$ cat src/hdl/oft_pkg.sv
// Order fill table engine package: command, status, state codes, widths, slot record.
// Depends on nothing; used by every module of the engine.
package oft_pkg;

  typedef enum logic [2:0] {
    KIND_SUBMIT = 3'd0,
    KIND_CANCEL = 3'd1,
    KIND_BOOK   = 3'd2,
    KIND_TRADE  = 3'd3,
    KIND_CLEAR  = 3'd4
  } kind_e;

  typedef enum logic [1:0] {
    ST_PENDING   = 2'd0,
    ST_PARTIAL   = 2'd1,
    ST_FILLED    = 2'd2,
    ST_CANCELLED = 2'd3
  } status_e;

  typedef enum logic [2:0] {
    S_IDLE,
    S_READ,
    S_EVAL,
    S_FEE,
    S_DONE
  } state_e;

  localparam int unsigned PriceW = 24;
  localparam int unsigned FeeW   = 63;
  localparam int unsigned TakerW = 14;
  localparam logic [FeeW-1:0] FeeMax = {FeeW{1'b1}};

  // One table entry as held in the slot memory.
  typedef struct packed {
    logic              side;
    logic              otype;
    logic [PriceW-1:0] limit;
    logic [PriceW-1:0] size;
    logic [PriceW:0]   filled;
    status_e           status;
  } slot_t;

endpackage

$ cat src/hdl/oft_fee_unit.sv
// Fee unit: price times lots in one stage, times taker fee in the next, then saturating add.
// Depends on oft_pkg for widths and the saturation limit.
module oft_fee_unit (
  input  logic                             clk_i,
  input  logic [oft_pkg::PriceW-1:0]       px_i,
  input  logic [oft_pkg::PriceW-1:0]       sz_i,
  input  logic [oft_pkg::TakerW-1:0]       fee_i,
  input  logic [oft_pkg::FeeW-1:0]         sum_i,
  output logic [oft_pkg::FeeW-1:0]         sum_o
);

  localparam int unsigned FullW = 2*oft_pkg::PriceW + oft_pkg::TakerW;

  logic [2*oft_pkg::PriceW-1:0]                 prod_q;
  logic [FullW-1:0]                             fee_full;
  logic [oft_pkg::FeeW:0]                       add;

  // First stage: price times lots.
  always_ff @(posedge clk_i) begin
    prod_q <= px_i * sz_i;
  end

  // Second product is read in the following cycle and saturated into the sum.
  assign fee_full = prod_q * fee_i;
  assign add = {1'b0, sum_i} + {{(oft_pkg::FeeW + 1 - FullW){1'b0}}, fee_full};
  assign sum_o = add[oft_pkg::FeeW] ? oft_pkg::FeeMax : add[oft_pkg::FeeW-1:0];

endmodule

$ cat config.mk
export PLATFORM = sky130hd
export DESIGN_NAME = oft_fee_unit
export DESIGN_NICKNAME = d
export VERILOG_FILES = /design/src/hdl/oft_pkg.sv /design/src/hdl/oft_fee_unit.sv
export SDC_FILE = /design/constraint.sdc
export NUM_CORES = 2
export LEC_CHECK = 0
export BUFFER_PORTS_ARGS = -buffer_cell sky130_fd_sc_hd__buf_4
export CAP_MARGIN = 30
export CORE_MARGIN = 2
export CORE_UTILIZATION = 60
export DETAILED_ROUTE_END_ITERATION = 8
export PLACE_DENSITY_LB_ADDON = 0.3
export RECOVER_POWER = 25
export SLEW_MARGIN = 20
export SYNTH_ARGS = -nofsm -noshare
export SYNTH_HDL_FRONTEND = slang
export SYNTH_SLANG_ARGS = --single-unit
$ cat constraint.sdc
create_clock -name clk_i -period 14.5 [get_ports clk_i]
set_input_delay 0.725 -clock clk_i [delete_from_list [all_inputs] [get_ports clk_i]]
set_output_delay 0.725 -clock clk_i [all_outputs]
set_load 0.005 [all_outputs]
Word-level counts from Yosys, hierarchy flattened
Index checks and enable logic that the tools add are counted.
{ "classes": {"n_addsub": 1, "n_mul": 2, "mux": 1} }
{ "ops": {"columns": ["op", "n"], "rows": [
  ["adder 63 x 62 -> 64 bit", 1],
  ["2-to-1 mux 63 bit", 1],
  ["multiplier 48 x 14 -> 62 bit", 1],
  ["multiplier 24 x 24 -> 48 bit", 1]
]} }
{ "word_totals": {"register_bits": 48, "in_bits": 126, "output_inout_bits": 63, "word_cells": 5} }

Logic depth before layout (Yosys ltp)
{ "logic_depth": {"word_depth": 3, "mapped_depth": 27, "mapped_depth_nobuf": 25} }

Worst setup path before layout
Ideal clock, no wire load.
{ "synth_path": {"path_type": "in2out", "start": "input port fee_i[2] (netlist bit)", "end": "output port sum_o[60] (netlist bit)", "arrival_time_ns": 6.661, "required_ns": 13.775, "setup_slack_ns": 7.114, "cell_stages": 22, "n_path_buf": 4, "cell_sequence": "clkbuf_1 -> buf_1 -> nand2_1 -> fa_1 -> inv_1 -> fa_1 -> fa_1 -> fa_1 -> fa_1 -> fa_1 -> ha_1 -> clkbuf_1 -> a211o_1 -> a21oi_1 -> o21a_1 -> o21ai_0 -> o2111a_1 -> or3_4 -> and2_4 -> buf_6 -> and3_4 -> nor4_2"} }
{ "synth_via": {"elab_chain_cells": 3} }
{ "synth_rtl": {"columns": ["element", "line_no", "source"], "rows": [
  ["start, declared", "oft_fee_unit.sv:7", "input logic [oft_pkg::TakerW-1:0] fee_i,"],
  ["multiplier 48 x 14 -> 62 bit", "oft_fee_unit.sv:24", "assign fee_full = prod_q * fee_i;"],
  ["adder 63 x 62 -> 64 bit", "oft_fee_unit.sv:25", "assign add = {1'b0, sum_i} + {{(oft_pkg::FeeW + 1 - FullW){1'b0}}, fee_full};"],
  ["2-to-1 mux 63 bit", "oft_fee_unit.sv:26", "assign sum_o = add[oft_pkg::FeeW] ? oft_pkg::FeeMax : add[oft_pkg::FeeW-1:0];"],
  ["end, declared", "oft_fee_unit.sv:9", "output logic [oft_pkg::FeeW-1:0] sum_o"]
]} }
No other way between the ends.

Worst setup path in the final report
{ "layout_path": {"start": "input port fee_i[0] (netlist bit)", "end": "output port sum_o[52] (netlist bit)"} }
Same word-level chain as after synthesis.

==> qor.csv <==
stage;metric;value;unit
run_status;outcome;finished clean;
critical_path;CP arrival;7830;ps
routing;DRC viols;0;
job;Max-Cap Viols;0;
finish;number of fill cells;5981;
sta;Fin. Hold Viols;0;
critical_path;Worst EP required;13780;ps
global_route;global-route wire length before repair;179000;um
global_route;largest net degree at the start of global routing;63;
sta;fmax;0.117;GHz
placed_design;GPL Wtd Cong;0.949;
finish;P&R area growth vs syn;4.27;%
cts;clock tree buffer depth;2;
routing;DRT Wirelength;109000;um
die;Initial Util;60.3;%
synth;Synth Register Bits;48;
finish;layout cells sized above 1;4.60;%
global_route;antenna violations before repair;1;
synth;EDFF count, synth;0;
sta;RSZ-0062 raised after global routing;no;
cts;Post-CTS Setup Inserts;0;
die;core area;69800;um^2
global_route;GR Util met2;52.1;%
critical_path;crit-path max FO;48;
sta;hold slack;918;ps
placed_design;I/O Buffers;188;
sta;Slew @ Worst Pin;1380;ps
routing;1st-pass router iterations;6;
sta;fin crit period;8560;ps
synth;Mapped Area;42100;um^2
sta;Slew Viols, Final;0;
placed_design;Placed Area;43700;um^2
synth;post-synth top area share;52.0;%
cts;Hold-fix buffers, CTS;0;
cts;CTS tree;yes;
die;row cnt;97;
global_route;vias in the first global route;34384;
synth;most frequent cell after synthesis;fa_1;
synth;Mapped Cells;4775;
synth;Post-synth ARST share;0;%
global_route;GR Util met3;5.19;%
cts;total number of H-tree levels;2;
placed_design;Inst Count DP;5651;
finish;cell area after layout;43900;um^2
finish;Biggest register;prod_q;
cts;Worst-path clk slew;80;ps
cts;clk root buf;clkbuf_16;
synth;Synth area leader;fa_1;
sta;slew margin rel.;8.25;%
sta;setup TNS;0;ps
global_route;M1 GR Usage;43.4;%
routing;initial drt markers;2207;
finish;diode count;0;
global_route;GRT overflow;0;
finish;Regs by FF count;prod_q (48);
sta;final setup violation count;0;
finish;max FFs per register;48;
synth;syn_area_per_cell;8.81;um^2
synth;sequential area share after synthesis;2.28;%
die;I/O pin count;189;
finish;fin cells;5659;
critical_path;Crit Path Class;input port to output port;
cts;Inserted Clock Buffers;5;
routing;vias;31781;
synth;number of synthesis warnings;0;
min_path;Hold Crit Class;input port to register;
global_route;All-Layer GR Usage;31.7;%
cts;post-CTS sizing;0;
routing;DRT antenna net count;0;
die;Die ar.;72300;um^2
routing;post-DR vias/cell;5.62;
die;Die H;269;um
die;die width;269;um
synth;Yosys cell types;69;
synth;Syn Nets;6292;
synth;Most used DFF post-synth;dfxtp_1;
synth;Synth area leaders;fa_1 52%, inv_1 9.5%, ha_1 8.8%;
sta;period utilisation layout;59.0;%
cts;clock sink total;48;
synth;most frequent cells after synthesis;1,094 x fa_1, 1,061 x inv_1, 906 x nand2_1;
global_route;GRT busiest layer;met2;
critical_path;CP Capture Type;output port;
routing;routed len/inst;19.3;um
finish;final-stage net count;6235;
placed_design;Post-DP HPWL;87500;um
critical_path;CP startpoint kind;input port;
[per-layer routing]
metal | vias up | wire [um]
met2 | 1395 | 51800
met1 | 16237 | 44500
met4 | 2 | 3560
met5 | - | 13
li1 | 13879 | -
met3 | 268 | 9020
[final cells by class]
type                    count  area, um^2  area share [%]
clock buffers               6         139           0.317
clock inverters             2        38.8          0.0884
inverters                1061        3980            9.08
multi-input cells        3411       36200            82.4
flip-flops and latches     48         961            2.19
well taps                 940        1180            2.68
repair buffers            191        1430            3.26
[cell usage in the layout, fill, tap and decap left out, drive strengths merged, types with 19 or more instances in the layout]
cell type,instances
nor3,19
o21a,22
a21o,60
nand4,25
nand3,20
dfxtp,48
xnor2,53
and2,461
o21ai,71
buf,190
xor2,33
nand2,906
fa,1094
ha,297
a21oi,118
nor2,55
inv,1061
[logic make-up after synthesis]
logic type / after synthesis / share of synthesized area (%)
simple gates: 1554 / 17.4
compound gates: 377 / 5.76
xor+xnor: 86 / 1.79
fa+ha+maj: 1391 / 60.9
mux: 3 / 0.0714
buf+inv: 1316 / 11.8
flops: 48 / 2.28
[worst max-delay path, cell delays in order]
cell      delay (ps)
buf_4            430
nand2_1          150
fa_1             530
inv_1             50
fa_1             500
fa_1             520
inv_1             60
fa_1             520
inv_1             50
fa_1             470
inv_1             50
fa_1             470
inv_1             40
ha_1             390
nand3_1          130
nor3_1           270
nand4_1          330
a311oi_1         450
o211ai_1         160
a21oi_1          340
nor2_1           130
o41ai_1          520
mux2i_1          350
buf_4            160
[stage by stage]
step | setup slack, ps | utilization (%)
floorplan | 7110 | -
global placement | 6140 | 62.6
detailed placement | 6020 | 62.6
CTS | 6010 | 62.9
global route | 5470 | 62.9
finish | 5940 | 62.9
[worst paths after layout]
check	from	to	cells after the start	slack, ps
worst max-delay path	fee_i[0]	sum_o[52]	24	5940
worst min-delay path	sz_i[0]	prod_q[0]$_DFF_P_	2	920
Power is left out: the tool's default activity adds up to more than one toggle a clock period on the data nets, which glitch-free logic cannot reach.
