==> src/hdl/oft_pkg.sv <==
// Order fill table engine package: command, status, state codes, widths, slot record.
// Depends on nothing; used by every module of the engine.
package oft_pkg;

  typedef enum logic [2:0] {
    KIND_SUBMIT = 3'd0,
    KIND_CANCEL = 3'd1,
    KIND_BOOK   = 3'd2,
    KIND_TRADE  = 3'd3,
    KIND_CLEAR  = 3'd4
  } kind_e;

  typedef enum logic [1:0] {
    ST_PENDING   = 2'd0,
    ST_PARTIAL   = 2'd1,
    ST_FILLED    = 2'd2,
    ST_CANCELLED = 2'd3
  } status_e;

  typedef enum logic [2:0] {
    S_IDLE,
    S_READ,
    S_EVAL,
    S_FEE,
    S_DONE
  } state_e;

  localparam int unsigned PriceW = 24;
  localparam int unsigned FeeW   = 63;
  localparam int unsigned TakerW = 14;
  localparam logic [FeeW-1:0] FeeMax = {FeeW{1'b1}};

  // One table entry as held in the slot memory.
  typedef struct packed {
    logic              side;
    logic              otype;
    logic [PriceW-1:0] limit;
    logic [PriceW-1:0] size;
    logic [PriceW:0]   filled;
    status_e           status;
  } slot_t;

endpackage

==> src/hdl/oft_slot_mem.sv <==
// Slot memory of the order fill table engine: one write port, one registered read port.
// Depends on oft_pkg for the slot record.
module oft_slot_mem #(
  parameter int unsigned Depth = 16,
  parameter int unsigned AddrW = 4
) (
  input  logic                clk_i,
  input  logic                we_i,
  input  logic [AddrW-1:0]    waddr_i,
  input  oft_pkg::slot_t      wdata_i,
  input  logic [AddrW-1:0]    raddr_i,
  output oft_pkg::slot_t      rdata_o
);

  oft_pkg::slot_t mem_q [Depth];

  // Write port.
  always_ff @(posedge clk_i) begin
    if (we_i) begin
      mem_q[waddr_i] <= wdata_i;
    end
  end

  // Registered read port.
  always_ff @(posedge clk_i) begin
    rdata_o <= mem_q[raddr_i];
  end

endmodule

==> config.mk <==
export PLATFORM = sky130hd
export DESIGN_NAME = oft_slot_mem
export DESIGN_NICKNAME = d
export VERILOG_FILES = /design/src/hdl/oft_pkg.sv /design/src/hdl/oft_slot_mem.sv
export SDC_FILE = /design/constraint.sdc
export NUM_CORES = 1
export LEC_CHECK = 0
export BUFFER_PORTS_ARGS = -buffer_cell sky130_fd_sc_hd__buf_2
export CORE_MARGIN = 10
export CORE_UTILIZATION = 40
export DETAILED_ROUTE_END_ITERATION = 16
export GPL_TIMING_DRIVEN = 0
export SYNTH_ARGS = -nofsm -noshare
export SYNTH_HDL_FRONTEND = slang
export SYNTH_SLANG_ARGS = --single-unit
==> constraint.sdc <==
create_clock -name clk_i -period 8.53 [get_ports clk_i]
set_clock_uncertainty 0.05 [all_clocks]
set_input_delay 1.706 -clock clk_i [delete_from_list [all_inputs] [get_ports clk_i]]
set_output_delay 1.706 -clock clk_i [all_outputs]
set_load 0.01 [all_outputs]
==> Word level (Yosys, flattened, before mapping) <==
Memory sizes are Yosys's and may differ from the RTL's. A register that Yosys moved wholly into a read port is not among the register bits.
Cells that the tools add are included.
W data, S select, Z words.
{ "totals": {"latchBits": 0, "memories": 1, "regBits": 0, "wordCells": 3, "output_inout_bits": 77, "ramBits": 1232, "rom_bits": 0} }
{ "mem_list": {"columns": ["name", "words", "width", "rd", "rd_clocked_by_memory_dff", "write_ports", "line", "rtl"], "rows": [
  ["mem_q", 16, 77, 1, 1, 1, "oft_slot_mem.sv:15", "oft_pkg::slot_t mem_q [Depth];"]
]} }
{ "op_classes": {"bitwise": 0, "n_eq_ne": 0, "n_addsub": 0, "n_lt_le_gt_ge": 0, "shifts": 0, "reduce_logical": 0, "muxes": 2, "multipliers": 0, "n_div": 0} }
{ "ops": {"columns": ["cell", "n"], "rows": [
  ["$mux W1", 2]
]} }

==> Logic depth before layout (Yosys ltp) <==
Gate-level depths: netlist of the first run.
{ "depth": {"depth_word": 2, "ltp_mapped": 6, "mapped_depth_nobuf": 3} }

==> Worst setup path after synthesis of the first run <==
No wires, ideal clock.
{ "synth_timing": {"kind": "input port to flip-flop", "startpoint": "input waddr_i[2]", "endpoint": "memory mem_q[0][0] (netlist bit) (enable)", "arrival_time_ns": 7.366, "slack_ns": 0.506, "stages": 2, "setup_time_ns": 0.608, "n_path_buf": 0, "cell_sequence": "or3b_1 nor3_1"} }
{ "synth_lines": {"columns": ["item", "line", "rtl"], "rows": [
  ["start: declaration", "oft_slot_mem.sv:9", "input logic [AddrW-1:0] waddr_i,"],
  ["end: declaration", "oft_slot_mem.sv:15", null]
]} }
No word-level cell before the write port.

==> impl_metrics.json, run 1 <==
{
  "critical_path_buf_inv_count": 4,
  "routed_wire_length_per_instance_um": 28.4,
  "clk_latency_ns": 0.73,
  "number_of_cells_upsized_or_downsized_after_cts": 0,
  "synth_seq_cells": 1309,
  "synth_fa_ha_area_share_pct": 0,
  "critPathTopFamily": "buffers and inverters",
  "global_route.usage.total_pct": 17.2,
  "path_depth": 7,
  "floorplan.io_pins": 164,
  "final_cell_count_no_fill": 4015,
  "antenna_found_initial": 29,
  "yosysUniqueCellTypes": 17,
  "fin_util_pct": 47.6,
  "timing.final.setup_violations": 0,
  "cp_max_stage_cell": "sky130_fd_sc_hd__clkbuf_1",
  "peakVddDrop_v": 0.000215,
  "flow.area_growth_from_synthesis_pct": 18.1,
  "hold_ws_ns": 0.626,
  "placed_cells": 3758,
  "critPathKind": "input pin to register",
  "synth_mux_area_share_pct": 14.6,
  "drt-total-wl_um": 114000,
  "cells_traversed_along_the_worst_timing_path": "buf_2 -> nor2b_1 -> clkbuf_1 -> clkbuf_1 -> clkbuf_1 -> a22oi_1 -> nand2_1",
  "drv.max_cap_violation_count": 0,
  "remaining_antenna_violation_count_after_routing": 0,
  "share_of_the_yosys_chip_area_belonging_to_registers_pct": 81.0,
  "cts_tree": "done",
  "cp_slowest_stage_delay_ns": 0.81,
  "worstPathArrival_ns": 4.35,
  "drive_above_1_share_pct": 32.5,
  "min_period_ns": 3.76,
  "final_max_slew_viol_count": 0,
  "initial_core_utilization_pct": 40.3,
  "worst_ep_required_time_ns": 9.13,
  "critical_path_peak_fanout": 10,
  "timing.slew.headroom_pct": 32.1,
  "cts_root_buffer": "sky130_fd_sc_hd__clkbuf_16",
  "cts_made_buffers": 136,
  "port-buffer-count": 161,
  "multi_input_combinational_cell_area_mm2": 0.00862,
  "whs_path_depth": 3,
  "gr-total-overflow": 0,
  "hpwlAfterDp_um": 73100,
  "clock_sink_count": 1309,
  "cts.path.max_buffers": 3,
  "first_pass_grt_wire_length_um": 166000,
  "p_leak_nw": 18.1,
  "kind_of_end_point_of_the_critical_path": "register",
  "die-width_um": 365,
  "globalplace.congestion": 0.694,
  "p_per_area_mw_per_mm2": 244,
  "route.detailed.drc": 0,
  "synth_nets": 2065,
  "critical_path.startpoint_type": "input pin",
  "cts_hold_buffers": 0,
  "detail_route.iter0.violations": 2364,
  "postCtsSetupBuffers": 0,
  "finalNetCount": 2447,
  "synth-compound-area-share_pct": 2.43,
  "post_synth.cell_area_avg_um2": 24.1,
  "crit_top_cell": "sky130_fd_sc_hd__clkbuf_1",
  "max_slew.worst_pin.slew_ns": 1.02,
  "cts_max_level": 4,
  "routed-via-count": 22300,
  "grt_max_degree": 24,
  "worst_hold_path_type": "register to register",
  "synthXorXnorAreaFrac_pct": 0,
  "grt_pass1_vias": 23400,
  "sequential_cell_area_mm2": 0.0385,
  "area_share_of_and_or_nand_nor_cells_after_synthesis_pct": 0.886,
  "fillers": 9438,
  "chipHeight_um": 365,
  "reg2reg_depth": 3,
  "max_freq_ghz": 0.266,
  "synthCells": 1978,
  "detailedRoute.firstPassIterationCount": 5,
  "clk_transition_reported_paths_ns": 0.06,
  "dieArea_mm2": 0.133,
  "yosysWarningCount": 0,
  "avgViaCountPerCell": 5.56,
  "timing.final.hold_violations": 0,
  "final_total_negative_setup_slack_ns": 0,
  "finalCritPeriodShare_pct": 44.0,
  "setup_repair_after_global_routing_missed_its_margin": "no",
  "row_count": 126,
  "outcome": "completed",
  "synth_top_family_by_area": "multiplexers",
  "fp.coreArea_mm2": 0.118,
  "cell_area_after_synthesis_mm2": 0.0476
}
final timing paths:
kind / start / end / slack (ns)
max: raddr_i[3] / rdata_o[45] / 4.77
min: mem_q[12][0] / rdata_o[0] / 0.63
max reg2reg: mem_q[11][37] / rdata_o[37] / 6.87
min reg2reg: mem_q[12][0] / rdata_o[0] / 0.63
synth_stat cells:
master                     count  area (µm²)
sky130_fd_sc_hd__or3b_1        1        8.76
sky130_fd_sc_hd__nand3b_1      2        15.0
sky130_fd_sc_hd__buf_1        10        37.5
sky130_fd_sc_hd__clkbuf_1     53         199
sky130_fd_sc_hd__nor3_1        4        20.0
sky130_fd_sc_hd__edfxtp_1   1232       37000
sky130_fd_sc_hd__nand2_1      78         293
sky130_fd_sc_hd__dfxtp_1      77        1540
sky130_fd_sc_hd__buf_6        14         158
sky130_fd_sc_hd__buf_2        26         130
sky130_fd_sc_hd__nand3_1       1        5.00
sky130_fd_sc_hd__nor2_1       13        48.8
sky130_fd_sc_hd__nand2b_1      2        12.5
sky130_fd_sc_hd__and2_1        1        6.26
sky130_fd_sc_hd__nor2b_1       2        12.5
sky130_fd_sc_hd__mux4_2      308        6940
sky130_fd_sc_hd__a22oi_1     154        1160
layer usage:
metal  GRT usage (%)  share of wire (%)  vias up
li1                -                  -     9283
met1            23.7                 41    11900
met2            27.0                 48      935
met3            4.35                8.4      182
met4            5.09                2.2       28
met5               0               0.15        -
logic make-up (layout without fill, tap and decap cells):
family,count (synthesis),after routing
flip-flops,1309,1309
multiplexers,308,308
AO/OA/AOI/OAI,154,154
AND/OR/NAND/NOR,104,104
buffers and inverters,103,595
other,0,9
area by class of cell:
class / instances / share of cell area (%)
Buffer: 103 / 0.933
Antenna cell: 9 / 0.0401
Timing Repair Buffer: 244 / 3.84
Clock buffer: 189 / 6.66
Tap cell: 1536 / 3.42
Multi-Input combinational cell: 566 / 15.4
Sequential cell: 1309 / 68.6
Clock inverter: 59 / 1.16
placed cells by master (no fill, tap or decap), types with 4 or more instances in the layout:
| cell type | Yosys | routed |
|---|---|---|
| sky130_fd_sc_hd__edfxtp_1 | 1232 | 1232 |
| sky130_fd_sc_hd__buf_8 | 0 | 5 |
| sky130_fd_sc_hd__diode_2 | 0 | 9 |
| sky130_fd_sc_hd__nor3_2 | 0 | 4 |
| sky130_fd_sc_hd__clkinv_8 | 0 | 6 |
| sky130_fd_sc_hd__clkbuf_8 | 0 | 12 |
| sky130_fd_sc_hd__mux4_2 | 308 | 308 |
| sky130_fd_sc_hd__buf_6 | 14 | 49 |
| sky130_fd_sc_hd__buf_2 | 26 | 187 |
| sky130_fd_sc_hd__bufinv_16 | 0 | 9 |
| sky130_fd_sc_hd__a22oi_1 | 154 | 154 |
| sky130_fd_sc_hd__clkbuf_16 | 0 | 137 |
| sky130_fd_sc_hd__buf_1 | 10 | 10 |
| sky130_fd_sc_hd__nor2_4 | 0 | 12 |
| sky130_fd_sc_hd__dfxtp_1 | 77 | 77 |
| sky130_fd_sc_hd__buf_16 | 0 | 6 |
| sky130_fd_sc_hd__clkinv_1 | 0 | 14 |
| sky130_fd_sc_hd__clkinv_2 | 0 | 17 |
| sky130_fd_sc_hd__clkbuf_1 | 53 | 93 |
| sky130_fd_sc_hd__inv_6 | 0 | 7 |
| sky130_fd_sc_hd__buf_12 | 0 | 35 |
| sky130_fd_sc_hd__nand2_1 | 78 | 78 |
registers in the layout, indices dropped and copies added (netlist names):
name	cells
mem_q	1232
rdata_o	77
worst register-to-register path, cell delays in order, from the launching register on:
cell and delay (ns):
sky130_fd_sc_hd__edfxtp_1 0.35, sky130_fd_sc_hd__mux4_2 0.46, sky130_fd_sc_hd__a22oi_1 0.43, sky130_fd_sc_hd__nand2_1 0.20
power breakdown:
group | switching [W] | internal (W)
logic | 0.000417 | 0.000271
registers | 0.0000401 | 0.00719
clock network | 0.00241 | 0.00337
total | 0.00287 | 0.0108
stage by stage:
step	cell area (µm²)	setup slack [ns]	power (W)
2_1_floorplan	47600	0.506	0.00773
3_3_place_gp	50300	-6.37	0.00804
3_5_place_dp	51800	4.18	0.00807
4_1_cts	56200	4.96	0.0138
5_1_grt	56200	4.82	0.0142
6_report	56200	4.77	0.0137
Note: power is estimated with default switching activity, not from simulation.
==> inputs of run 2 (changes only) <==
- clock period: 8.53 -> 3.5 ns (I/O delays scaled with it)
==> impl_metrics.json, run 2 (synthesis results as in run 1) <==
{
  "outcome": "completed",
  "total_power_w": 0.0327,
  "port-buffer-count": 161,
  "grt_pass1_vias": 23500,
  "hold_path.startpoint": "wdata_i[18]",
  "cp_max_stage_cell": "sky130_fd_sc_hd__clkbuf_1",
  "power.share.combinational_pct": 5.2,
  "dieArea_mm2": 0.133,
  "kind_of_end_point_of_the_critical_path": "register",
  "cp_slowest_stage_delay_ns": 0.76,
  "detailedRoute.firstPassIterationCount": 5,
  "drv.max_cap_violation_count": 0,
  "cts_tree": "done",
  "setup_repair_after_global_routing_missed_its_margin": "no",
  "fp.coreArea_mm2": 0.118,
  "max_slew.worst_pin.slew_ns": 1.03,
  "postCtsSetupBuffers": 0,
  "number_of_cells_upsized_or_downsized_after_cts": 0,
  "finalCritPeriodShare_pct": 77.5,
  "drt-total-wl_um": 116000,
  "routed-via-count": 22300,
  "met3_wirelength_um": 9060,
  "first_pass_grt_wire_length_um": 167000,
  "min_period_ns": 2.71,
  "flip_flop_count_of_the_largest_register_all_copies_and_words_added": 1232,
  "highest_routed_metal_layer": "met5",
  "critical_path_buf_inv_count": 3,
  "reg2reg_depth": 3,
  "route.detailed.drc": 0,
  "cts_made_buffers": 135,
  "whs_path_depth": 1,
  "multi_input_combinational_cell_area_mm2": 0.00865,
  "finalNetCount": 2438,
  "grt_max_degree": 24,
  "reg2reg_slack_ns": 1.94,
  "cells_traversed_along_the_worst_timing_path": "buf_2 -> nor2_1 -> clkbuf_1 -> clkbuf_1 -> a22oi_1 -> nand2_1",
  "timing.rr.end": "rdata_o[41]",
  "cts_root_buffer": "sky130_fd_sc_hd__clkbuf_16",
  "cp-startpoint": "raddr_i[2]",
  "cts_max_level": 4,
  "final_max_slew_viol_count": 0,
  "hpwlAfterDp_um": 73900,
  "fillers": 9388,
  "routed_wire_length_per_instance_um": 28.9,
  "worstPathArrival_ns": 3.29,
  "hold-path-endpoint": "mem_q[7][18]",
  "die-width_um": 365,
  "flow.area_growth_from_synthesis_pct": 18.3,
  "initial_core_utilization_pct": 40.3,
  "power_switching_w": 0.00688,
  "wl_met1_um": 47500,
  "critPathTopFamily": "buffers and inverters",
  "max_freq_ghz": 0.369,
  "fin_util_pct": 47.7,
  "floorplan.io_pins": 164,
  "critical_path_peak_fanout": 10,
  "power.share.sequential_pct": 53.9,
  "rr_startpoint": "mem_q[10][41]",
  "reg.largest.list": "mem_q: 1232 flops, rdata_o: 77 flops",
  "max_flop_register": "mem_q",
  "clock_sink_count": 1309,
  "sequential_cell_area_mm2": 0.0385,
  "worst_hold_path_type": "input pin to register",
  "timing.slew.headroom_pct": 31.3,
  "detail_route.iter0.violations": 2378,
  "p_per_area_mw_per_mm2": 581,
  "cts_hold_buffers": 0,
  "timing.final.hold_violations": 0,
  "global_route.usage.total_pct": 17.4,
  "globalplace.congestion": 0.693,
  "remaining_antenna_violation_count_after_routing": 0,
  "row_count": 126,
  "clock_power_share_pct": 41.0,
  "p_int_w": 0.0258,
  "avgViaCountPerCell": 5.57,
  "antenna_found_initial": 31,
  "p_leak_nw": 18.1,
  "critPathKind": "input pin to register",
  "critical_path.startpoint_type": "input pin",
  "cts.path.max_buffers": 3,
  "crit_top_cell": "sky130_fd_sc_hd__clkbuf_1",
  "layout_common_cells": "sky130_fd_sc_hd__edfxtp_1 (1232), sky130_fd_sc_hd__mux4_2 (308), sky130_fd_sc_hd__buf_2 (187), sky130_fd_sc_hd__a22oi_1 (154), sky130_fd_sc_hd__clkbuf_16 (141)",
  "timing.final.setup_violations": 0,
  "clk_latency_ns": 0.72,
  "worst_ep_required_time_ns": 4.08,
  "clk_transition_reported_paths_ns": 0.06,
  "final_common_cell": "sky130_fd_sc_hd__edfxtp_1",
  "swShare_pct": 21.0,
  "drive_above_1_share_pct": 31.6,
  "peakVddDrop_v": 0.000512,
  "chipHeight_um": 365,
  "gr-total-overflow": 0,
  "met2WireLength_um": 56400
}
## run 2: cell count changes in the layout (fill, tap and decap cells not counted), moves of 4 or more
| cell | before | now |
|---|---|---|
| sky130_fd_sc_hd__buf_6 | 49 | 14 |
| sky130_fd_sc_hd__buf_16 | 6 | 35 |
| sky130_fd_sc_hd__clkinv_1 | 14 | 33 |
| sky130_fd_sc_hd__clkbuf_8 | 12 | 2 |
| sky130_fd_sc_hd__bufinv_16 | 9 | 3 |
| sky130_fd_sc_hd__clkbuf_1 | 93 | 87 |
| sky130_fd_sc_hd__buf_12 | 35 | 30 |
| sky130_fd_sc_hd__buf_8 | 5 | 10 |
| sky130_fd_sc_hd__clkbuf_16 | 137 | 141 |
| sky130_fd_sc_hd__clkinv_8 | 6 | 2 |
| sky130_fd_sc_hd__nor3_2 | 4 | 0 |
| sky130_fd_sc_hd__nor3_4 | 0 | 4 |
## run 2: per-layer routing
metal / vias up / GRT usage, %
li1: 9248 / -
met1: 11900 / 23.4
met2: 848 / 28.2
met3: 189 / 4.22
met4: 28 / 4.65
met5: - / 0
## run 2: power by group through the flow
| stage | Combinational (W) | Clock [W] | Sequential (W) |
|---|---|---|---|
| global route | 0.00183 | 0.0143 | 0.0176 |
| finish | 0.00169 | 0.0134 | 0.0176 |
| CTS | 0.00174 | 0.0137 | 0.0176 |
| global placement | 0.00160 | 0 | 0.0180 |
| detailed placement | 0.00173 | 0 | 0.0180 |
| floorplan | 0.000831 | 0 | 0.0180 |
## run 2: through the flow
| step | worst slack (ns) | setup TNS (ns) | instance area (µm²) | instances | hold WS, ns |
|---|---|---|---|---|---|
| CTS | 0.840 | 0 | 56300 | 3993 | 0.246 |
| floorplan | -1.23 | -1014.25 | 47600 | 1978 | 0.585 |
| global placement | -5.85 | -5712.07 | 50300 | 3675 | 0.607 |
| detailed placement | 0.0731 | 0 | 52200 | 3750 | 0.607 |
| global route | 0.751 | 0 | 56300 | 3994 | 0.270 |
| finish | 0.789 | 0 | 56300 | 3999 | 0.300 |
## run 2: layout make-up
| class | count | share of cell area [%] |
|---|---|---|
| clock inverter | 66 | 0.767 |
| buffer | 103 | 0.931 |
| antenna | 6 | 0.0267 |
| multi-input combinational | 566 | 15.4 |
| sequential | 1309 | 68.5 |
| timing repair buffer | 236 | 4.48 |
| tap | 1536 | 3.41 |
| clock buffer | 177 | 6.54 |
## run 2: how the worst max path moves through the flow
stage / end / slack (ns) / cells after the start
finish: rdata_o[45] / 0.79 / 6
global route: rdata_o[45] / 0.75 / 6
CTS: rdata_o[48] / 0.84 / 6
detailed placement: rdata_o[48] / 0.07 / 6
global placement: mem_q[14][50] / -5.85 / 3
floorplan: mem_q[10][0] / -1.23 / 2
## run 2: worst register-to-register path, cell delays in order (launching register included)
cell	delay (ns)
sky130_fd_sc_hd__edfxtp_1	0.37
sky130_fd_sc_hd__mux4_2	0.46
sky130_fd_sc_hd__a22oi_1	0.34
sky130_fd_sc_hd__nand2_1	0.19
